==> config.mk <==
export PLATFORM = sky130hd
export DESIGN_NAME = dec96_div_stage
export DESIGN_NICKNAME = d
export VERILOG_FILES = /design/src/rtl/core/dec96_pkg.sv /design/src/rtl/core/dec96_div_stage.sv
export SDC_FILE = /design/constraint.sdc
export NUM_CORES = 1
export LEC_CHECK = 0
export ABC_CLOCK_PERIOD_IN_PS = 800
export BUFFER_PORTS_ARGS = -buffer_cell sky130_fd_sc_hd__buf_4
export CAP_MARGIN = 20
export CORE_AREA = 2 2 227 229
export CTS_CLUSTER_DIAMETER = 30
export DETAILED_ROUTE_END_ITERATION = 8
export DIE_AREA = 0 0 229 231
export GPL_TIMING_DRIVEN = 0
export HOLD_SLACK_MARGIN = 0.06
export PLACE_DENSITY = 0.63
export SKIP_CTS_REPAIR_TIMING = 1
export SLEW_MARGIN = 20
export SYNTH_ARGS = -nofsm -noshare
export SYNTH_HDL_FRONTEND = slang
export SYNTH_SLANG_ARGS = --single-unit
==> constraint.sdc <==
create_clock -name clk_i -period 0.8 [get_ports clk_i]
set_clock_uncertainty 0.1 [all_clocks]
set_input_delay 0.16 -clock clk_i [delete_from_list [all_inputs] [get_ports clk_i]]
set_output_delay 0.16 -clock clk_i [all_outputs]
set_load 0.03 [all_outputs]
==> src/rtl/core/dec96_pkg.sv <==
// ----------------------------------------------------------------------------
// dec96_pkg
// Shared widths, the power-of-ten table and the pipeline stage payload type
// for the decimal96 truncation pipeline.
// ----------------------------------------------------------------------------
package dec96_pkg;

  localparam int MAG_W       = 96;
  localparam int DIV_W       = MAG_W + 2;
  localparam int POW_W       = 128;
  localparam int SCALE_LIM   = 38;
  localparam int SCALE_IDX_W = 6;

  typedef logic [SCALE_LIM:0][POW_W-1:0] pow10_tab_t;

  typedef struct packed {
    logic             neg;
    logic [MAG_W-1:0] rem;
    logic [MAG_W-1:0] quo;
    logic [DIV_W-1:0] divisor;
  } dec96_stage_t;

  function automatic pow10_tab_t build_pow10();
    pow10_tab_t tab;
    tab[0] = POW_W'(1);
    for (int k = 1; k <= SCALE_LIM; k++) begin
      tab[k] = tab[k-1] * POW_W'(10);
    end
    return tab;
  endfunction

  localparam pow10_tab_t POW10_TAB = build_pow10();

endpackage

==> src/rtl/core/dec96_div_stage.sv <==
// ----------------------------------------------------------------------------
// dec96_div_stage
// One restoring division step: shift in the next dividend bit, compare
// against the divisor, subtract when it fits and record the quotient bit.
// ----------------------------------------------------------------------------
module dec96_div_stage (
  input  logic                   clk_i,
  input  logic                   rst_ni,
  input  logic                   en_i,
  input  logic                   valid_i,
  input  dec96_pkg::dec96_stage_t data_i,
  output logic                   valid_o,
  output dec96_pkg::dec96_stage_t data_o
);

  logic                        valid_q;
  dec96_pkg::dec96_stage_t     data_d;
  dec96_pkg::dec96_stage_t     data_q;
  logic [dec96_pkg::MAG_W:0]   shifted;
  logic [dec96_pkg::DIV_W:0]   diff;
  logic                        take;

  always_comb begin
    shifted = {data_i.rem, data_i.quo[dec96_pkg::MAG_W-1]};
    diff    = {2'b00, shifted} - {1'b0, data_i.divisor};
    take    = ~diff[dec96_pkg::DIV_W];

    data_d         = data_i;
    data_d.rem     = take ? diff[dec96_pkg::MAG_W-1:0] : shifted[dec96_pkg::MAG_W-1:0];
    data_d.quo     = {data_i.quo[dec96_pkg::MAG_W-2:0], take};
  end

  always_ff @(posedge clk_i or negedge rst_ni) begin
    if (!rst_ni) begin
      valid_q <= 1'b0;
    end else if (en_i) begin
      valid_q <= valid_i;
    end
  end

  always_ff @(posedge clk_i) begin
    if (en_i) begin
      data_q <= data_d;
    end
  end

  assign valid_o = valid_q;
  assign data_o  = data_q;

endmodule

==> results.cfg, run 1 <==
[worst_setup_path]
crit_slowest_cell = fa_2
crit_type = input port to register
cp_data_arrival_time_ns = 3.47
crit_fanout = 7
cp.required_ns = 1.03
path_buf_inv = 6
path_common_cell = buf_12
cp_slowest_stage_delay_ns = 0.37
startpoint_type = input port
cp-end-kind = register
crit_family = compound AO/OA/AOI/OAI gates
path_cells = buf_12 -> inv_12 -> ha_4 -> inv_2 -> fa_2 -> a21oi_2 -> o21ai_2 -> a21oi_4 -> o21a_4 -> o31ai_4 -> o311ai_4 -> buf_12 -> nor2_4 -> nor3_4 -> o21a_4 -> o31a_4 -> buf_12 -> buf_16 -> mux2_4

[clock_tree]
cts-root-buf = clkbuf_16
path_clk_slew_ns = 0.05
clkSinkCount = 292
cts_buffers = 78
htreeDepth = 3
cts_tree = done
cts.path.max_buffers = 3
clkLatencyLatePin_ns = 0.60

[outcome]
status = finished with violations
failed_checks = hold timing, setup timing

[power_and_ir_drop]
ir_worst_vdd_mv = 1.583
netSwitchingPower_mw = 19.99
p_comb_frac = 0.239
p_clk_frac = 0.481
p_total_mw = 68.14
swShare = 0.2933
cellLeakagePower_nw = 12.46
power.internal_mw = 48.15
powerDensity_mw_per_mm2 = 2385
p_seq_frac = 0.280

[timing]
fin_crit_sh = 4.043
setup_viol = 558
fmax_ghz = 0.3092
holdWs_ns = -0.3507
slew_headroom = 0.5761
setup_ws_ns = -2.434
rsz0062_at_grt = true
tns_ns = -415.30
drv_slew = 0
period_minus_slack_ns = 3.234
hold_viol = 58
worst_pin_slew_ns = 0.6291

[global_routing]
grt_pass1_wl_um = 86700
grt_antenna_before_repair = 6
track_usage = 0.2151
first_global_vias = 14660
grt_max_degree = 96
grt_overflow = 0

[routing]
drt_iter0_drc = 910
wl_um = 66010
via_count = 15760
vias_per_cell = 4.900
post_drt_wl_per_cell_um = 20.52
ant_nets = 0
first_pass_iters = 5
drt_drc_violations_left = 0

[place]
io_buffers = 586
dpl-instance-area_mm2 = 0.02160
place_hpwl_um = 46500
gp_congestion = 0.8835
place_inst = 2765

[floorplan]
dieArea_mm2 = 0.05290
start_util = 0.3179
dieHeight_um = 231
coreArea_mm2 = 0.05068
rows = 83
die_w_um = 229
pin_count = 587

[final_layout]
nFillCells = 4203
nets = 2865
finalNonFillerCells = 3217
area_growth_pct = 77.28
drive_gt1_frac = 0.3834
final_area_mm2 = 0.02856

[synthesis]
synth_cell_type_count = 69
synth_compound_area_frac = 0.1726
synth_top_family_by_area = compound AO/OA/AOI/OAI gates
ys_async_sr_fraction = 0.003425
syn_avg_cell_area_um2 = 10.77
yosys.area_share.simple = 0.09932
synth_top_area_cell = edfxtp_1
synth_nets = 1889
synth_mux_area_frac = 0.006523
ys_warn_count = 0
synth_edf_count = 291
ys_ff_latch = 292
synth-xor-area-share = 0.04892
netlist_area_mm2 = 0.01611
syn_inst = 1496
synth_area_leaders = edfxtp_1, ha_1, nand2_1
synthAdderAreaFrac = 0.07656
yosysSeqAreaShare = 0.5439
synth_top_area_share = 0.5423
synth_ff_type = edfxtp_1

[worst_hold_path]
hold_path.class = input port to register

[flow_run]
maxCapViolations = 0
stage by stage:
step / utilization / setup WS, ns
after floorplan: - / -2.290
after global placement: 0.4244 / -3.652
after detailed placement: 0.4262 / -3.657
after CTS: 0.4808 / -3.015
after global routing: 0.5635 / -2.472
final: 0.5636 / -2.434
power by group through the flow:
| stage | clock network (mW) | logic, mW | registers, mW |
|---|---|---|---|
| 3_3_place_gp | 0 | 13.5 | 19.3 |
| 3_5_place_dp | 0 | 13.6 | 19.3 |
| 4_1_cts | 33.2 | 13.7 | 19.0 |
| 2_1_floorplan | 0 | 5.09 | 22.1 |
| 5_1_grt | 34.2 | 17.3 | 19.2 |
| 6_report | 32.8 | 16.3 | 19.1 |
logic make-up after synthesis:
family	Yosys count
AO/OA/AOI/OAI	458
XOR/XNOR	90
adder cells (fa/ha/maj)	98
buffers and inverters	196
flip-flops	292
multiplexers	8
AND/OR/NAND/NOR	354
flip-flops by register name (all words and copies together), names as in the netlist:
signal,cells
data_o,291
valid_o,1
cell usage after synthesis (47+ instances only):
library cell	count
edfxtp_1	291
nand2_1	184
a21oi_1	136
inv_1	134
ha_1	97
o21ai_1	83
o21ai_0	73
nor2_1	62
xnor2_1	55
a21o_1	47
path summary, 6_finish.rpt:
kind,from,cells after the start,to,slack [ns]
worst max-delay path,data_i[193],19,data_o[195]$_DFFE_PP_,-2.43
max in group asynchronous,rst_ni,3,valid_o$_DFFE_PN0P_,0.18
worst min-delay path,data_i[0],1,data_o[0]$_DFFE_PP_,-0.35
worst max register to register,valid_o$_DFFE_PN0P_,1,valid_o$_DFFE_PN0P_,-0.08
worst min register to register,valid_o$_DFFE_PN0P_,1,valid_o$_DFFE_PN0P_,0.44
min in group asynchronous,rst_ni,3,valid_o$_DFFE_PN0P_,0.31
layout make-up:
type	count	area (µm²)	share of cell area
clock buffers	89	2014	0.07052
well taps	680	850.8	0.02979
plain buffers	56	486.7	0.01704
repair buffers	901	7850	0.2748
inverters	135	526.8	0.01844
diodes	2	5.005	0.0001752
flip-flops and latches	292	8765	0.3068
multi-input cells	1008	7312	0.2560
clock inverters	54	754.5	0.02641
cells in the final DEF, fill, tap and decap left out, drive strengths merged, types with 17 or more instances in the layout:
cell type and n:
dlygate4sd3 282, xor2 35, o21ai 156, inv 138
nand4 36, edfxtp 291, buf 634, clkinv 28
xnor2 55, nor3 19, ha 97, o21bai 28
a21oi 137, o21a 17, nand2 184, nor2 63
clkbuf 130, a21o 47, nand3 18
per-layer routing:
layer,vias to the layer above,track usage,routed length [µm]
met5,-,0,57
met4,8,0.08847,2185
met3,128,0.05991,4863
met2,637,0.3753,33620
met1,7531,0.2483,25280
li1,7459,-,-
Power figures use the tool's default switching activity.
==> run 2: changes to the inputs <==
--- a/config.mk
+++ b/config.mk
@@ -5,16 +5,16 @@
 export SDC_FILE = /design/constraint.sdc
 export NUM_CORES = 1
 export LEC_CHECK = 0
-export ABC_CLOCK_PERIOD_IN_PS = 800
+export ABC_CLOCK_PERIOD_IN_PS = 4100
 export BUFFER_PORTS_ARGS = -buffer_cell sky130_fd_sc_hd__buf_4
 export CAP_MARGIN = 20
-export CORE_AREA = 2 2 227 229
+export CORE_AREA = 2 2 229 231
 export CTS_CLUSTER_DIAMETER = 30
 export DETAILED_ROUTE_END_ITERATION = 8
-export DIE_AREA = 0 0 229 231
+export DIE_AREA = 0 0 231 233
 export GPL_TIMING_DRIVEN = 0
 export HOLD_SLACK_MARGIN = 0.06
-export PLACE_DENSITY = 0.63
+export PLACE_DENSITY = 0.6
 export SKIP_CTS_REPAIR_TIMING = 1
 export SLEW_MARGIN = 20
 export SYNTH_ARGS = -nofsm -noshare
==> constraint.sdc (replaced) <==
create_clock -name clk_i -period 4.1 [get_ports clk_i]
set_clock_uncertainty 0.1 [all_clocks]
set_input_delay 0.82 -clock clk_i [delete_from_list [all_inputs] [get_ports clk_i]]
set_output_delay 0.82 -clock clk_i [all_outputs]
set_load 0.03 [all_outputs]
==> results.cfg, run 2 (synthesis gave the netlist of run 1 again) <==
[global_routing]
first_global_vias = 14500
grt_overflow = 0
grt_antenna_before_repair = 3
grt_pass1_wl_um = 87710
grt_max_degree = 88
track_usage = 0.2174

[power_and_ir_drop]
ir_worst_vdd_mv = 0.3807
cellLeakagePower_nw = 10.87
powerDensity_mw_per_mm2 = 523.8

[final_layout]
drive_gt1_frac = 0.3552
layout_common_cells = buf_4, edfxtp_1, nand2_1, inv_1, a21oi_1
area_growth_pct = 52.47
nets = 2572
final_common_cell = buf_4
largest_reg_flops = 291
finalNonFillerCells = 2925

[timing]
setup_viol = 0
fin_crit_sh = 0.9918
worst_pin_slew_ns = 0.6577
period_minus_slack_ns = 4.066
tns_ns = 0
drv_slew = 0
hold_viol = 0
fmax_ghz = 0.2459
slew_headroom = 0.5575

[worst_setup_path]
cp.required_ns = 4.33
crit_fanout = 7
startpoint_type = input port
cp-end-kind = register
crit_type = input port to register
cp_data_arrival_time_ns = 4.29

[floorplan]
coreArea_mm2 = 0.05109
start_util = 0.3154
die_w_um = 231
pin_count = 587
dieArea_mm2 = 0.05382
dieHeight_um = 233
rows = 83

[routing]
drt_drc_violations_left = 0
drt_iter0_drc = 762
vias_per_cell = 4.901
first_pass_iters = 6
ant_nets = 0
via_count = 14340
wl_um = 61280
post_drt_wl_per_cell_um = 20.95

[place]
io_buffers = 586
place_inst = 2765
place_hpwl_um = 48240
gp_congestion = 0.8666

[clock_tree]
htreeDepth = 3
cts_tree = done
path_clk_slew_ns = 0.05
cts-root-buf = clkbuf_16
clkLatencyLatePin_ns = 0.58
clkSinkCount = 292
cts.path.max_buffers = 3
cts_buffers = 81

[outcome]
status = complete, no violations

[flow_run]
maxCapViolations = 0

[worst_hold_path]
hold_path.class = input port to register
## run 2: cell type report
| type | instances | area [µm²] |
|---|---|---|
| Buffer | 61 | 366.6 |
| Fill cell | 4752 | 26530 |
| Clock inverter | 57 | 706.9 |
| Multi-Input combinational cell | 1008 | 6671 |
| Inverter | 135 | 506.7 |
| Timing Repair Buffer | 600 | 4613 |
| Tap cell | 680 | 850.8 |
| Clock buffer | 91 | 2086 |
| Antenna cell | 1 | 2.502 |
| Sequential cell | 292 | 8763 |
## run 2: final timing paths
| check | start | end | slack (ns) | cells past startpoint |
|---|---|---|---|---|
| min reg2reg | valid_o$_DFFE_PN0P_ | valid_o$_DFFE_PN0P_ | 0.42 | 1 |
| min | data_i[123] | data_o[124]$_DFFE_PP_ | 0.30 | 1 |
| max in group asynchronous | rst_ni | valid_o$_DFFE_PN0P_ | 3.35 | 2 |
| min in group asynchronous | rst_ni | valid_o$_DFFE_PN0P_ | 0.46 | 2 |
| max reg2reg | valid_o$_DFFE_PN0P_ | valid_o$_DFFE_PN0P_ | 3.25 | 1 |
| max | data_i[48] | data_o[279]$_DFFE_PP_ | 0.03 | 15 |
## run 2: metrics by stage
step	setup WS, ns	power [mW]	hold slack, ns	util	cell area [µm²]
4_1_cts	-0.8598	12.93	-0.1394	0.4746	24250
6_report	0.03362	12.87	0.3047	0.4808	24570
3_5_place_dp	-1.484	6.392	0.4106	0.4199	21460
2_1_floorplan	0.06348	5.289	0.4244	-	16120
3_3_place_gp	-1.484	6.382	0.3951	0.4182	21370
5_1_grt	-0.01986	13.36	0.2689	0.4808	24570
## run 2: critical path: stages
cell and delay, ns:
buf_4 0.09, inv_1 0.05, ha_1 0.27, clkbuf_1 0.27, nand2_1 0.19, nor4_4 0.49, o21ai_1 0.18, o211ai_1 0.22
o21bai_1 0.22, a31oi_4 0.13, o31a_1 0.45, o21a_1 0.30, o31ai_1 0.30, xnor2_1 0.17, o21ai_2 0.10
## run 2: report_power, final
part,switching (mW),internal [mW]
clock network,1.89,4.57
registers,0.0839,3.63
logic,1.67,1.03
total,3.65,9.22
## run 2: routing by layer
metal	GRT usage	wire length, µm	vias up	part of all wire
met3	0.05833	4212	106	0.069
met2	0.3904	31160	546	0.51
met1	0.2501	24140	6829	0.39
met5	0	27	-	0.00044
li1	-	-	6851	-
met4	0.07077	1747	4	0.029
